--- src/design/eh_ptr_pkg.sv ---
// Shared types and constants for the exception-frame pointer decoder.
package eh_ptr_pkg;

   // Input beat: one byte of frame data plus the per-pointer header fields.
   typedef struct packed {
      logic [7:0]  data_byte;
      logic        first;
      logic [7:0]  encoding;
      logic [63:0] pc_base;
      logic [2:0]  byte_pos;
   } req_type;

   // Result beat: one decoded pointer.
   typedef struct packed {
      logic [63:0] value;
      logic [3:0]  bytes_read;
      logic [2:0]  pad_bytes;
      logic [1:0]  status;
   } rsp_type;

   typedef enum logic [1:0] {
      ST_OK       = 2'd0,
      ST_OMIT     = 2'd1,
      ST_INVALID  = 2'd2,
      ST_OVERFLOW = 2'd3
   } status_type;

   typedef enum logic [1:0] {
      CSR_TEXT_BASE  = 2'd0,
      CSR_DATA_BASE  = 2'd1,
      CSR_FUNC_BASE  = 2'd2,
      CSR_ALIGN_LOG2 = 2'd3
   } csr_index_type;

   // Configuration registers as seen by the decode core.
   typedef struct packed {
      logic [63:0] text_base;
      logic [63:0] data_base;
      logic [63:0] func_base;
      logic [1:0]  align_log2;
   } cfg_type;

   // Result produced by the core for the beat it consumed.
   typedef struct packed {
      logic    valid;
      rsp_type rsp;
   } core_res_type;

   localparam logic [7:0] ENC_OMIT    = 8'hFF;
   localparam logic [6:0] ENC_ALIGNED = 7'h50;

   // Low nibble of the encoding: value format.
   localparam logic [3:0] TYPE_ULEB = 4'h1;
   localparam logic [3:0] TYPE_SLEB = 4'h9;

   // Low three bits of a fixed-size type that select 2 or 4 bytes.
   localparam logic [2:0] FIX_2 = 3'd2;
   localparam logic [2:0] FIX_4 = 3'd3;

   // Bits 6..4 of the encoding: which base is added.
   localparam logic [2:0] MOD_ABS  = 3'd0;
   localparam logic [2:0] MOD_PC   = 3'd1;
   localparam logic [2:0] MOD_TEXT = 3'd2;
   localparam logic [2:0] MOD_DATA = 3'd3;
   localparam logic [2:0] MOD_FUNC = 3'd4;

   localparam int LEB_DIGIT_BITS = 7;

endpackage

--- src/design/eh_pointer_decoder.sv ---
// Top level of the byte-serial exception-frame pointer decoder.
//
//   Channel  Ports                           Direction  Moves
//   req      req_valid req_stall req_data    in         one frame byte and pointer header
//   rsp      rsp_valid rsp_stall rsp_data    out        one decoded pointer
//   csr      csr_wr_en csr_index csr_wdata   in         base and alignment register writes
//
// Each byte beat is registered on entry and then decoded, so a beat can be taken in every
// cycle unless req is stalled. A pointer's result is registered in the result register.
// The decode stage runs the shift-or into the accumulator and the final 64-bit base add.
// Reset is synchronous and returns the control and CSR registers to their reset values,
// with align_log2 at three; stage data registers are not reset. A stall on rsp holds the
// decode stage only while the result register is full, and that in turn stalls req.
module eh_pointer_decoder import eh_ptr_pkg::*; #(
   parameter int MAX_LEB_BYTES = 10
) (
   input  logic        clock,
   input  logic        reset,

   input  logic        req_valid,
   output logic        req_stall,
   input  req_type     req_data,

   output logic        rsp_valid,
   input  logic        rsp_stall,
   output rsp_type     rsp_data,

   input  logic        csr_wr_en,
   input  logic [1:0]  csr_index,
   input  logic [63:0] csr_wdata
);

   // Configuration registers. Writes must arrive only while the decoder is idle; not enforced.
   logic [63:0] text_base_ff;
   logic [63:0] data_base_ff;
   logic [63:0] func_base_ff;
   logic [1:0]  align_log2_ff;
   cfg_type     cfg;

   logic         item_valid;
   req_type      item;
   logic         out_full;
   logic         fire;
   core_res_type res;

   always_ff @(posedge clock) begin
      if (reset) begin
         text_base_ff  <= '0;
         data_base_ff  <= '0;
         func_base_ff  <= '0;
         align_log2_ff <= 2'd3;
      end else if (csr_wr_en) begin
         case (csr_index)
            CSR_TEXT_BASE:  text_base_ff  <= csr_wdata;
            CSR_DATA_BASE:  data_base_ff  <= csr_wdata;
            CSR_FUNC_BASE:  func_base_ff  <= csr_wdata;
            CSR_ALIGN_LOG2: align_log2_ff <= csr_wdata[1:0];
            default: ;
         endcase
      end
   end

   assign cfg.text_base  = text_base_ff;
   assign cfg.data_base  = data_base_ff;
   assign cfg.func_base  = func_base_ff;
   assign cfg.align_log2 = align_log2_ff;

   // The decode stage consumes its held byte whenever the result register can take
   // whatever that byte produces.
   assign fire = item_valid && !out_full;

   eh_ptr_in_stage u_in_stage (
      .clock      (clock),
      .reset      (reset),
      .req_valid  (req_valid),
      .req_stall  (req_stall),
      .req_data   (req_data),
      .advance    (fire),
      .item_valid (item_valid),
      .item       (item)
   );

   eh_ptr_core #(
      .MAX_LEB_BYTES (MAX_LEB_BYTES)
   ) u_core (
      .clock (clock),
      .reset (reset),
      .fire  (fire),
      .item  (item),
      .cfg   (cfg),
      .res   (res)
   );

   eh_ptr_out_stage u_out_stage (
      .clock     (clock),
      .reset     (reset),
      .fire      (fire),
      .res       (res),
      .full      (out_full),
      .rsp_valid (rsp_valid),
      .rsp_stall (rsp_stall),
      .rsp_data  (rsp_data)
   );

endmodule

--- src/design/eh_ptr_in_stage.sv ---
// Input register stage of the pointer decoder.
module eh_ptr_in_stage import eh_ptr_pkg::*; (
   input  logic    clock,
   input  logic    reset,
   input  logic    req_valid,
   output logic    req_stall,
   input  req_type req_data,
   input  logic    advance,
   output logic    item_valid,
   output req_type item
);

   logic    valid_ff, valid_in;
   req_type data_ff, data_in;
   logic    accept;

   assign req_stall  = valid_ff && !advance;
   assign accept     = req_valid && !req_stall;
   assign item_valid = valid_ff;
   assign item       = data_ff;

   always_comb begin
      valid_in = valid_ff;
      data_in  = data_ff;
      if (accept) begin
         valid_in = 1'b1;
         data_in  = req_data;
      end else if (advance) begin
         valid_in = 1'b0;
      end
   end

   always_ff @(posedge clock) begin
      if (reset) begin
         valid_ff <= 1'b0;
      end else begin
         valid_ff <= valid_in;
      end
   end

   always_ff @(posedge clock) begin
      data_ff <= data_in;
   end

endmodule

--- src/design/eh_ptr_core.sv ---
// Decode state and per-byte decode logic of the pointer decoder.
module eh_ptr_core import eh_ptr_pkg::*; #(
   parameter int MAX_LEB_BYTES = 10
) (
   input  logic         clock,
   input  logic         reset,
   input  logic         fire,
   input  req_type      item,
   input  cfg_type      cfg,
   output core_res_type res
);

   localparam int CNT_W = $clog2(MAX_LEB_BYTES + 1);
   localparam int SH_W  = $clog2(LEB_DIGIT_BITS * MAX_LEB_BYTES + 1);

   logic             busy_ff, busy_in;
   logic [6:0]       enc_ff, enc_in;
   logic [63:0]      pc_ff, pc_in;
   logic [63:0]      acc_ff, acc_in;
   logic [CNT_W-1:0] cnt_ff, cnt_in;
   logic [2:0]       padl_ff, padl_in;
   logic [2:0]       padc_ff, padc_in;

   logic [6:0]       e;
   logic             enc_ok;
   logic [2:0]       align_mask;
   logic [2:0]       pad_first;
   logic [3:0]       t;
   logic [SH_W-1:0]  leb_sh;
   logic [SH_W-1:0]  leb_sh_next;
   logic [3:0]       fsize;
   logic             done;
   logic [63:0]      base;

   assign e          = item.encoding[6:0];
   assign enc_ok     = (e == ENC_ALIGNED) ||
                       ((e[6:4] <= MOD_FUNC) && (e[3:0] inside {[4'd0:4'd4], [4'd8:4'd12]}));
   assign align_mask = 3'((4'd1 << cfg.align_log2) - 4'd1);
   assign pad_first  = (3'd0 - item.byte_pos) & align_mask;

   always_comb begin
      res         = '0;
      busy_in     = busy_ff;
      enc_in      = enc_ff;
      pc_in       = pc_ff;
      acc_in      = acc_ff;
      cnt_in      = cnt_ff;
      padl_in     = padl_ff;
      padc_in     = padc_ff;
      t           = '0;
      leb_sh      = '0;
      leb_sh_next = '0;
      fsize       = '0;
      done        = 1'b0;
      base        = '0;

      // A first byte resolves omit and bad encodings at once, else loads the header.
      if (item.first) begin
         busy_in = 1'b0;
         if (item.encoding == ENC_OMIT) begin
            res.valid      = 1'b1;
            res.rsp.status = ST_OMIT;
         end else if (!enc_ok) begin
            res.valid      = 1'b1;
            res.rsp.status = ST_INVALID;
         end else begin
            busy_in = 1'b1;
            pc_in   = item.pc_base;
            acc_in  = '0;
            cnt_in  = '0;
            padc_in = '0;
            if (e == ENC_ALIGNED) begin
               enc_in  = '0;
               padl_in = pad_first;
            end else begin
               enc_in  = e;
               padl_in = '0;
            end
         end
      end

      if (busy_in) begin
         if (padl_in != 3'd0) begin
            padl_in = padl_in - 3'd1;
            padc_in = padc_in + 3'd1;
         end else begin
            t = enc_in[3:0];
            if ((t == TYPE_ULEB) || (t == TYPE_SLEB)) begin
               leb_sh = SH_W'(cnt_in) * SH_W'(LEB_DIGIT_BITS);
               if (leb_sh < SH_W'(64)) begin
                  acc_in = acc_in | (64'(item.data_byte[6:0]) << leb_sh);
               end
               cnt_in = cnt_in + CNT_W'(1);
               if (item.data_byte[7]) begin
                  if (cnt_in >= CNT_W'(MAX_LEB_BYTES)) begin
                     busy_in            = 1'b0;
                     res.valid          = 1'b1;
                     res.rsp.value      = '0;
                     res.rsp.bytes_read = 4'(cnt_in);
                     res.rsp.pad_bytes  = '0;
                     res.rsp.status     = ST_OVERFLOW;
                  end
               end else begin
                  leb_sh_next = SH_W'(cnt_in) * SH_W'(LEB_DIGIT_BITS);
                  if ((t == TYPE_SLEB) && item.data_byte[6] && (leb_sh_next < SH_W'(64))) begin
                     acc_in = acc_in | (~64'd0 << leb_sh_next);
                  end
                  done = 1'b1;
               end
            end else begin
               case (t[2:0])
                  FIX_2:   fsize = 4'd2;
                  FIX_4:   fsize = 4'd4;
                  default: fsize = 4'd8;
               endcase
               acc_in = acc_in | (64'(item.data_byte) << {cnt_in[2:0], 3'b000});
               cnt_in = cnt_in + CNT_W'(1);
               if (cnt_in >= CNT_W'(fsize)) begin
                  done = 1'b1;
                  if (t[3]) begin
                     if ((fsize == 4'd2) && acc_in[15]) begin
                        acc_in[63:16] = '1;
                     end else if ((fsize == 4'd4) && acc_in[31]) begin
                        acc_in[63:32] = '1;
                     end
                  end
               end
            end

            if (done) begin
               case (enc_in[6:4])
                  MOD_PC:   base = pc_in;
                  MOD_TEXT: base = cfg.text_base;
                  MOD_DATA: base = cfg.data_base;
                  MOD_FUNC: base = cfg.func_base;
                  default:  base = '0;
               endcase
               busy_in            = 1'b0;
               res.valid          = 1'b1;
               res.rsp.value      = base + acc_in;
               res.rsp.bytes_read = 4'(cnt_in);
               res.rsp.pad_bytes  = padc_in;
               res.rsp.status     = ST_OK;
            end
         end
      end
   end

   always_ff @(posedge clock) begin
      if (reset) begin
         busy_ff <= 1'b0;
         enc_ff  <= '0;
         pc_ff   <= '0;
         acc_ff  <= '0;
         cnt_ff  <= '0;
         padl_ff <= '0;
         padc_ff <= '0;
      end else if (fire) begin
         busy_ff <= busy_in;
         enc_ff  <= enc_in;
         pc_ff   <= pc_in;
         acc_ff  <= acc_in;
         cnt_ff  <= cnt_in;
         padl_ff <= padl_in;
         padc_ff <= padc_in;
      end
   end

endmodule

--- src/design/eh_ptr_out_stage.sv ---
// Result register stage of the pointer decoder.
module eh_ptr_out_stage import eh_ptr_pkg::*; (
   input  logic         clock,
   input  logic         reset,
   input  logic         fire,
   input  core_res_type res,
   output logic         full,
   output logic         rsp_valid,
   input  logic         rsp_stall,
   output rsp_type      rsp_data
);

   logic    valid_ff, valid_in;
   rsp_type data_ff, data_in;

   assign full      = valid_ff && rsp_stall;
   assign rsp_valid = valid_ff;
   assign rsp_data  = data_ff;

   always_comb begin
      valid_in = valid_ff;
      data_in  = data_ff;
      if (fire && res.valid) begin
         valid_in = 1'b1;
         data_in  = res.rsp;
      end else if (valid_ff && !rsp_stall) begin
         valid_in = 1'b0;
      end
   end

   always_ff @(posedge clock) begin
      if (reset) begin
         valid_ff <= 1'b0;
      end else begin
         valid_ff <= valid_in;
      end
   end

   always_ff @(posedge clock) begin
      data_ff <= data_in;
   end

endmodule
--- config.mk ---
export PLATFORM = sky130hd
export DESIGN_NAME = eh_pointer_decoder
export DESIGN_NICKNAME = d
export VERILOG_FILES = /design/src/design/eh_ptr_pkg.sv /design/src/design/eh_pointer_decoder.sv /design/src/design/eh_ptr_in_stage.sv /design/src/design/eh_ptr_core.sv /design/src/design/eh_ptr_out_stage.sv
export SDC_FILE = /design/constraint.sdc
export NUM_CORES = 1
export LEC_CHECK = 0
export BUFFER_PORTS_ARGS = -buffer_cell sky130_fd_sc_hd__clkbuf_2
export CAP_MARGIN = 0
export CORE_MARGIN = 4
export CORE_UTILIZATION = 55
export DETAILED_ROUTE_END_ITERATION = 7
export PLACE_DENSITY = 0.77
export SYNTH_ARGS = -nofsm -noshare
export SYNTH_HDL_FRONTEND = slang
export SYNTH_HIERARCHICAL = 1
export SYNTH_SLANG_ARGS = --single-unit
--- constraint.sdc ---
create_clock -name clock -period 8.2 [get_ports clock]
set_input_delay 0.41 -clock clock [delete_from_list [all_inputs] [get_ports clock]]
set_output_delay 0.41 -clock clock [all_outputs]
set_load 0.1 [all_outputs]
# Yosys cells after proc, flatten, opt, wreduce, memory -nomap -nowiden

Cells that the tools add are included.

Register bits: 499
Input bits: 155
Bits in latches: 0
Bits in read-only memories: 0
Memory bits (writable): 0
Output and inout bits: 75
Memories kept: 0
Logic and storage cells: 172

Mux-type cells: 80
Shifts and indexed selects: 4
Bitwise gates (word level): 5
Order comparisons: 9
Reductions and logical operators: 29
Equality and inequality tests: 15
$mul: 2
$add $sub $neg: 6
Divide/modulo/power cells: 0

Operators with widths:

| operator                                                             | count |
|---|---|
| 64-bit two-way mux                                                   | 20 |
| 74-bit two-way mux                                                   | 6 |
| 64-bit one-hot mux with 4 select lines                               | 1 |
| 64-bit bitwise OR                                                    | 3 |
| 48-bit two-way mux                                                   | 2 |
| 64-bit adder                                                         | 1 |
| 32-bit two-way mux                                                   | 2 |
| 64-bit by 7-bit left shift with 64-bit output (first input constant) | 1 |
| 7-bit by 7-bit left shift with 64-bit output                         | 1 |
| 8-bit by 6-bit left shift with 64-bit output                         | 1 |
| 3-bit two-way mux                                                    | 11 |
| 4-bit two-way mux                                                    | 8 |
| 7-bit two-way mux                                                    | 4 |
| 1-bit two-way mux                                                    | 21 |
| 16-bit two-way mux                                                   | 1 |
| 7-bit less-than comparator (second input constant)                   | 2 |
| 4-bit by 3-bit multiplier with 7-bit output (second input constant)  | 2 |
| 1-bit logical AND                                                    | 13 |
| 3-bit by 2-bit == test with 1-bit output (second input constant)     | 4 |
| 8-bit == test (second input constant)                                | 1 |
| 4-bit greater-or-equal comparator (second input constant)            | 2 |
| 4-bit one-hot mux with 2 select lines                                | 1 |
| 2-bit AND reduction                                                  | 4 |
| 7-bit == test (second input constant)                                | 1 |
| other kinds (27)                                                     | 37 |

# Logic depth before layout (Yosys ltp)

Gate-level depths: netlist (run 1).

Depth after elaboration: 28
Mapped depth: 37
Depth with buffers taken out: 29

# Cells and area by module

The synthesis (run 1) kept the hierarchy.

Modules (own cells, without submodules):

| module             | sequential area each (um^2) | area an instance (um^2) | cells an instance | instances |
|---|---|---|---|---|
| eh_ptr_core        | 2,922.8                     | 14,875.5                | 2,226             | 1 |
| eh_pointer_decoder | 3,883.7                     | 7,831.3                 | 705               | 1 |
| eh_ptr_in_stage    | 2,542.4                     | 2,572.5                 | 88                | 1 |
| eh_ptr_out_stage   | 2,212.1                     | 2,239.6                 | 77                | 1 |

# Worst setup path before layout (run 1)

Ideal clock, no wire load.

Kind: register to register
From: register u_in_stage.data_ff, in the netlist u_in_stage/item[72]
To: register u_out_stage.data_ff, in the netlist u_out_stage/rsp_data[69] (data pin)
Data required time: 8.053 ns
Setup time: 0.147 ns
Stages on the path, launching flop included: 35
Arrival time: 7.928 ns
Path slack: 0.125 ns
Period minus slack after synthesis: 8.075 ns
Buffers on the path: 7
Cell sequence: edfxtp_1 > buf_2 > nand4_1 > o21a_1 > nand3_4 > buf_6 > buf_2 > clkbuf_1 > buf_2 > and2_1 > ha_1 > clkbuf_1 > xor2_1 > inv_1 > xnor2_1 > ha_1 > fa_1 > a211oi_1 > o2111ai_1 > mux2_2 > or3_1 > clkbuf_1 > o31ai_1 > ha_1 > inv_1 > fa_1 > nor2b_1 > o211ai_1 > a211oi_1 > nor2_1 > o2111a_1 > nor3_2 > a211oi_1 > a2111oi_0 > o21bai_1

Word-level cells in the longest chain between the ends: 22
Elaborated cells between the ends (all ways): 84
Those cells by class: add/sub: 2; mul: 2; order compare: 4; eq/ne: 12; shift: 3; mux: 48; bitwise: 4; reduce/logical: 9

Ends and longest elaborated chain:

| element                                                                              | line                   | RTL |
|---|---|---|
| from (decl)                                                                          | eh_ptr_in_stage.sv:14  | `req_type data_ff, data_in;` |
| from (signal assigned)                                                               | eh_ptr_in_stage.sv:42  | `data_ff <= data_in;` |
| branches (longest 22 deep; another with 4-bit by 3-bit multiplier with 7-bit output) | -                      |  |
| to (signal assigned)                                                                 | eh_ptr_out_stage.sv:40 | `data_ff <= data_in;` |
| to (decl)                                                                            | eh_ptr_out_stage.sv:14 | `rsp_type data_ff, data_in;` |

Parallel ways; which one is timed is not known. The select of a mux whose other input is x is not followed.
A chain may end at the register's enable or synchronous reset.

# Final worst setup path (run 1)

From: register u_in_stage.data_ff, in the netlist u_in_stage/item[68]
To: register u_out_stage.data_ff, in the netlist u_out_stage/rsp_data[70] (data pin)

Word-level cells in the longest chain between the ends: 24
Elaborated cells between the ends (all ways): 90
Those cells by class: add/sub: 2; mul: 2; order compare: 7; eq/ne: 12; shift: 3; mux: 48; bitwise: 4; reduce/logical: 12

Ends and longest elaborated chain:

| element |
|---|
| branches (longest 24 deep; another with 4-bit by 3-bit multiplier with 7-bit output) |

Parallel ways; which one is timed is not known. The select of a mux whose other input is x is not followed.

==> impl_metrics.toml, run 1 <==
[final_layout]
nets = 3611
design_area_sq_um = 32100
register_area_sq_um = 11600
syn_to_final_growth_pct = 16.8
drive_above_1_share_pct = 14.7
final_core_util_pct = 65.4
fillers = 3918
multi_input_area_sq_um = 14900

[placed_design]
place.gp.congestion = 1.02
dpl.hpwl_microns = 65400
dpl_cell_area_sq_um = 29500
io_buffers = 229

[synth]
ys_seq_elements = 499
async_reset_ff_share_pct = 0
yosysWarnings = 6
yosysSeqAreaShare_pct = 42.0
synth_xor_area_share_pct = 1.94
synthFlopType = "dfxtp_1"
synth_cell_type_count = 104
yosys.area_share.adder_pct = 4.04
synth_mux_area_share_pct = 7.85
netlist_top_cells_area = "dfxtp_1 25%, edfxtp_1 17%, nand2_1 7.7%"
yosysTopAreaCell = "dfxtp_1"
synth_top_area_share_pct = 24.9
synth_cells = 3096
syn_nets = 3338
synth_top_family_by_area = "simple AND/OR/NAND/NOR gates"
synth_edf_count = 157
syn_area_sq_um = 27500
avgSynthCellArea_sq_um = 8.89
synthSimpleGateAreaFrac_pct = 21.3
synth_compound_area_share_pct = 18.6

[die]
num_io_pins = 230
core-area_sq_um = 49200
chipHeight_microns = 232
initial_core_util_pct = 56.0
die_w_microns = 232
num_rows = 81
die-area_sq_um = 53700

[drt]
wl_per_cell_microns = 23.0
route.detailed.drc = 0
drt_iter0_markers = 2704
vias = 25147
drtAntennaViolNets = 0
via_per_inst = 6.16
first_pass_iters = 6
totalWireLength_microns = 94000

[clock_tree]
h-tree-depth = 2
tritoncts = "done"
cts_sinks = 499
clk_latency_ns = 0.62
cts-root-buf = "clkbuf_16"
postCtsSetupBuffers = 0
ctsLongestPathBuffers = 3
clk_pin_slew_ns = 0.06
cts_made_buffers = 52

[pwr]
p_leak_uw = 0.0132
vdd_drop_max_mv = 0.194
power.density_nw_per_um2 = 183

[global_route]
antenna_found_initial = 3
grt_pass1_wl_microns = 143000
overflow = 0
grt_pass1_vias = 24438
grtUsageTotal_pct = 33.8
grt_max_degree = 145

[sta]
final.setup.tns_ns = 0
fmax_ghz = 0.127
whs_ns = 0.0369
slew_headroom_pct = 13.3
worst_slew_pin_slew_ns = 1.30
finalSetupViolations = 0
fin_worst_skew_ns = 0.0271
finalHoldViolCount = 0
slew_violations = 0
period_minus_slack_ns = 7.88
rsz0062_at_grt = "false"
post-route-period-util_pct = 96.1

[critical_path]
arrival_ns = 8.20
end_kind = "register"
crit_required_ns = 8.52
worstSetupPathType = "register to register"
path_max_fanout = 10
cpPeakStageDelay_ns = 0.53
cp-start-kind = "register"
slowest_stage = "or4_4"

[hold_path]
hp-class = "input pin to register"

[run_status]
outcome = "complete, no violations"

[job]
max_cap_viol_count = 0
==> registers in the layout (all words and copies together) (netlist names), 2 cells and up <==
name and count:
align_log2_ff 2, data_base_ff 64, func_base_ff 64, text_base_ff 64, u_core/acc_ff 64, u_core/cnt_ff 4
u_core/enc_ff 7, u_core/padc_ff 3, u_core/padl_ff 3, u_core/pc_ff 64, u_in_stage/item 84, u_out_stage/rsp_data 73
==> layout make-up <==
cell class              count  area share [%]
diodes                      3          0.0234
clock buffers              78            4.95
clock inverters            19           0.689
inverters                  41           0.479
multi-input cells        2338            46.2
flip-flops and latches    499            36.0
well taps                 664            2.58
repair buffers            437            9.09
==> kinds of logic (layout without fill, tap and decap cells) <==
family                   count (synthesis)  in the layout
AND/OR/NAND/NOR                       1220           1220
XOR/XNOR                                60             60
other                                    0              3
multiplexers                           213            213
AO/OA/AOI/OAI                          758            758
flip-flops                             499            499
adder cells (fa/ha/maj)                 87             87
buffers and inverters                  259            575
==> cell usage in the layout (no fill, tap or decap), drive strengths merged, types with 58 or more instances in the layout <==
master       count
buf            126
dfxtp          342
a21oi          267
a221oi          66
mux2i          209
nor2           173
clkbuf         307
dlygate4sd3     82
edfxtp         157
nand2          561
o21ai           99
a21o            58
ha              84
nand2b         273
==> what timing repair did <==
action / CTS / global route
hold buffers: 82 / 0
gates resized for setup: 0 / 6
hold endpoints to repair: 82 / 0
setup endpoints to repair: 0 / 12
==> cells in the mapped netlist, types with 5 or more instances <==
cell type / number
nand2_1: 561
dfxtp_1: 342
nand2b_1: 273
a21oi_1: 266
mux2i_1: 205
nor2_1: 171
edfxtp_1: 157
clkbuf_1: 143
ha_1: 84
o21ai_0: 77
a221oi_1: 66
a21o_1: 58
inv_1: 40
xnor2_1: 38
buf_2: 37
a22oi_1: 35
nand3_1: 34
nor3_1: 34
a31oi_1: 31
a22o_1: 26
nor2b_1: 25
and2_1: 24
xor2_1: 21
o21bai_1: 20
buf_6: 19
nand4_1: 18
a32oi_1: 17
and3_1: 17
o21a_1: 17
o21ai_1: 17
a211oi_1: 14
o211ai_1: 14
a221o_1: 12
buf_1: 10
nor3b_1: 10
a2bb2oi_1: 8
buf_4: 8
o31ai_1: 8
or3_1: 8
nand3b_1: 7
nor4_1: 6
a21boi_0: 5
o221ai_1: 5
o22ai_1: 5
==> worst max-delay path, delay by kind of cell, from the launching register on <==
family                     cells  cell delay, ns
buffers and inverters          5            0.80
and+or+nand+nor                3            0.81
xor gates and xnor gates       2            0.37
adders and majority gates      4            1.25
AOI/OAI and AO/OA             13            3.47
DFF                            1            0.52
muxes                          1            0.35
==> metrics by stage <==
| stage | total power (uW) | cells | worst slack, ns |
|---|---|---|---|
| after global routing | 6050 | 4077 | 0.00747 |
| after CTS | 5890 | 4076 | 0.222 |
| after floorplan | 3180 | 3096 | 0.125 |
| after global placement | 3380 | 3897 | 0.541 |
| after detailed placement | 3400 | 3897 | 0.334 |
| final | 5880 | 4079 | 0.323 |
==> where the power goes <==
group	switching [uW]	total (uW)	internal, uW
combinational	483	702	219
clock	1040	2480	1440
sequential	54.6	2690	2640
==> final timing paths <==
kind                                                startpoint                            endpoint  slack, ns  depth (start not counted)
worst max-delay path             u_in_stage/item[68]$_DFFE_PP_  u_out_stage/rsp_data[70]$_DFFE_PP_       0.32                         28
worst min-delay path                              req_data[74]       u_in_stage/item[74]$_DFFE_PP_       0.04                          1
worst max register to register   u_in_stage/item[68]$_DFFE_PP_  u_out_stage/rsp_data[70]$_DFFE_PP_       0.32                         28
worst min register to register  u_core/acc_ff[21]$_SDFFE_PP0P_      u_core/acc_ff[21]$_SDFFE_PP0P_       0.45                          2
==> metal layers <==
metal,up-vias,global-route usage (%),share of wire [%]
li1,11524,-,-
met1,12108,46.0,42
met2,1275,54.3,45
met3,238,6.88,9.0
met4,2,11.1,3.6
met5,-,0,0.014
Power figures use the tool's default switching activity.
==> run 2, diff against run 1 <==
PLACE_DENSITY = 0.82   (was 0.77)
==> impl_metrics.toml, run 2 (synthesis gave the netlist of run 1 again) <==
[placed_design]
post-place-cells = 3848
dpl.hpwl_microns = 59500
place.gp.congestion = 1.04
io_buffers = 229

[global_route]
antenna_found_initial = 1
grt_pass1_wl_microns = 134000
grt_pass1_vias = 23425
overflow = 0
grt_max_degree = 257
grtUsageTotal_pct = 31.4

[clock_tree]
cts_sinks = 499
tritoncts = "done"
ctsLongestPathBuffers = 3
cts_made_buffers = 51
clk_pin_slew_ns = 0.07
clk_latency_ns = 0.62
h-tree-depth = 2
postCtsSetupBuffers = 0
cts-root-buf = "clkbuf_16"

[sta]
period_minus_slack_ns = 7.80
worst_slew_pin_slew_ns = 1.20
slew_headroom_pct = 20.0
fmax_ghz = 0.128
slew_violations = 0
finalHoldViolCount = 0
finalSetupViolations = 0
post-route-period-util_pct = 95.1
fin_worst_skew_ns = 0.0271
final.setup.tns_ns = 0
rsz0062_at_grt = "false"

[run_status]
outcome = "complete, no violations"

[critical_path]
end_kind = "register"
arrival_ns = 8.27
cp-start-kind = "register"
path_max_fanout = 11
worstSetupPathType = "register to register"
crit_required_ns = 8.68

[drt]
totalWireLength_microns = 87500
drtAntennaViolNets = 0
route.detailed.drc = 0
wl_per_cell_microns = 21.8
drt_iter0_markers = 2986
first_pass_iters = 6
via_per_inst = 6.10
vias = 24516

[final_layout]
register_area_sq_um = 11600
fillers = 3966
nets = 3555
layout_common_cells = "560 x nand2_1, 342 x dfxtp_1, 273 x nand2b_1"
drive_above_1_share_pct = 13.0
antenna_cells = 0
final_common_cell = "nand2_1"
multi_input_area_sq_um = 14800
final_cells = 4018
syn_to_final_growth_pct = 15.0
largest_reg_flops = 84

[die]
chipHeight_microns = 232
die-area_sq_um = 53700
num_rows = 81
core-area_sq_um = 49200
initial_core_util_pct = 56.0
num_io_pins = 230
die_w_microns = 232

[pwr]
vdd_drop_max_mv = 0.163
p_leak_uw = 0.0129
power.density_nw_per_um2 = 183
post-layout-total-power_uw = 5780

[hold_path]
hp-class = "input pin to register"

[job]
max_cap_viol_count = 0
## run 2: cell count changes in the layout (fill, tap and decap cells not counted), sizes merged
| cell | before | now |
|---|---|---|
| inv | 43 | 45 |
| clkinv | 13 | 9 |
| clkbuf | 307 | 306 |
| dlygate4sd3 | 82 | 76 |
| buf | 126 | 77 |
| diode | 3 | 0 |
## run 2: worst paths after layout
path / startpoint / endpoint / slack [ns] / depth (start not counted)
hold reg to reg: u_core/acc_ff[21]$_SDFFE_PP0P_ / u_core/acc_ff[21]$_SDFFE_PP0P_ / 0.45 / 2
setup / recovery: u_in_stage/item[68]$_DFFE_PP_ / u_out_stage/rsp_data[69]$_DFFE_PP_ / 0.40 / 27
hold / removal: req_data[72] / u_in_stage/item[72]$_DFFE_PP_ / 0.03 / 1
setup reg to reg: u_in_stage/item[68]$_DFFE_PP_ / u_out_stage/rsp_data[69]$_DFFE_PP_ / 0.40 / 27
## run 2: cell type report
type | count | share of cell area (%)
clock buffers | 77 | 4.80
clock inverters | 17 | 0.660
inverters | 41 | 0.486
multi-input cells | 2338 | 46.9
flip-flops and latches | 499 | 36.5
well taps | 664 | 2.62
repair buffers | 382 | 8.00
## run 2: worst max-delay path, stage by stage (launching register included)
cell and delay, ns:
edfxtp_1 0.52, o31a_1 0.37, o21a_1 0.26, o31ai_4 0.33
inv_2 0.10, ha_1 0.22, xor2_1 0.19, inv_1 0.12
xnor2_1 0.14, ha_1 0.33, fa_1 0.44, a211oi_1 0.33
o2111ai_1 0.25, mux2_4 0.41, or3_1 0.42, o31ai_1 0.31
ha_1 0.26, inv_1 0.07, fa_1 0.37, nor2b_1 0.21
o211ai_1 0.18, a211oi_2 0.31, nor2_1 0.15, o2111a_1 0.32
nor3_2 0.31, a211oi_1 0.15, a2111oi_0 0.40, o21bai_1 0.16
## run 2: power breakdown
group          leakage [uW]  total (uW)  internal, uW  switching, uW
combinational       0.00789         687           214            473
sequential          0.00419        2690          2640           52.0
clock              0.000844        2410          1380           1020
total                0.0129        5780          4240           1550
## run 2: through the flow
stage	setup slack (ns)	util [%]	hold WS (ns)	cell area, sq um
2_1_floorplan	0.125	-	0.425	27500
3_3_place_gp	0.478	59.3	0.434	29200
3_5_place_dp	0.292	59.3	0.444	29200
4_1_cts	0.287	64.4	0.00347	31600
5_1_grt	0.00520	64.4	0.0147	31700
6_report	0.402	64.4	0.0280	31700
## run 2: repair_timing
action,4_1_cts,5_1_grt
endpoints found under the hold margin,76,0
gates resized for setup,0,3
setup endpoints to repair,0,5
hold buffers,76,0
## run 2: layer usage
layer	share of wire, %	GRT usage [%]
met4	3.9	12.0
met2	45	49.3
met1	42	42.8
met5	0	0
met3	9.5	6.71
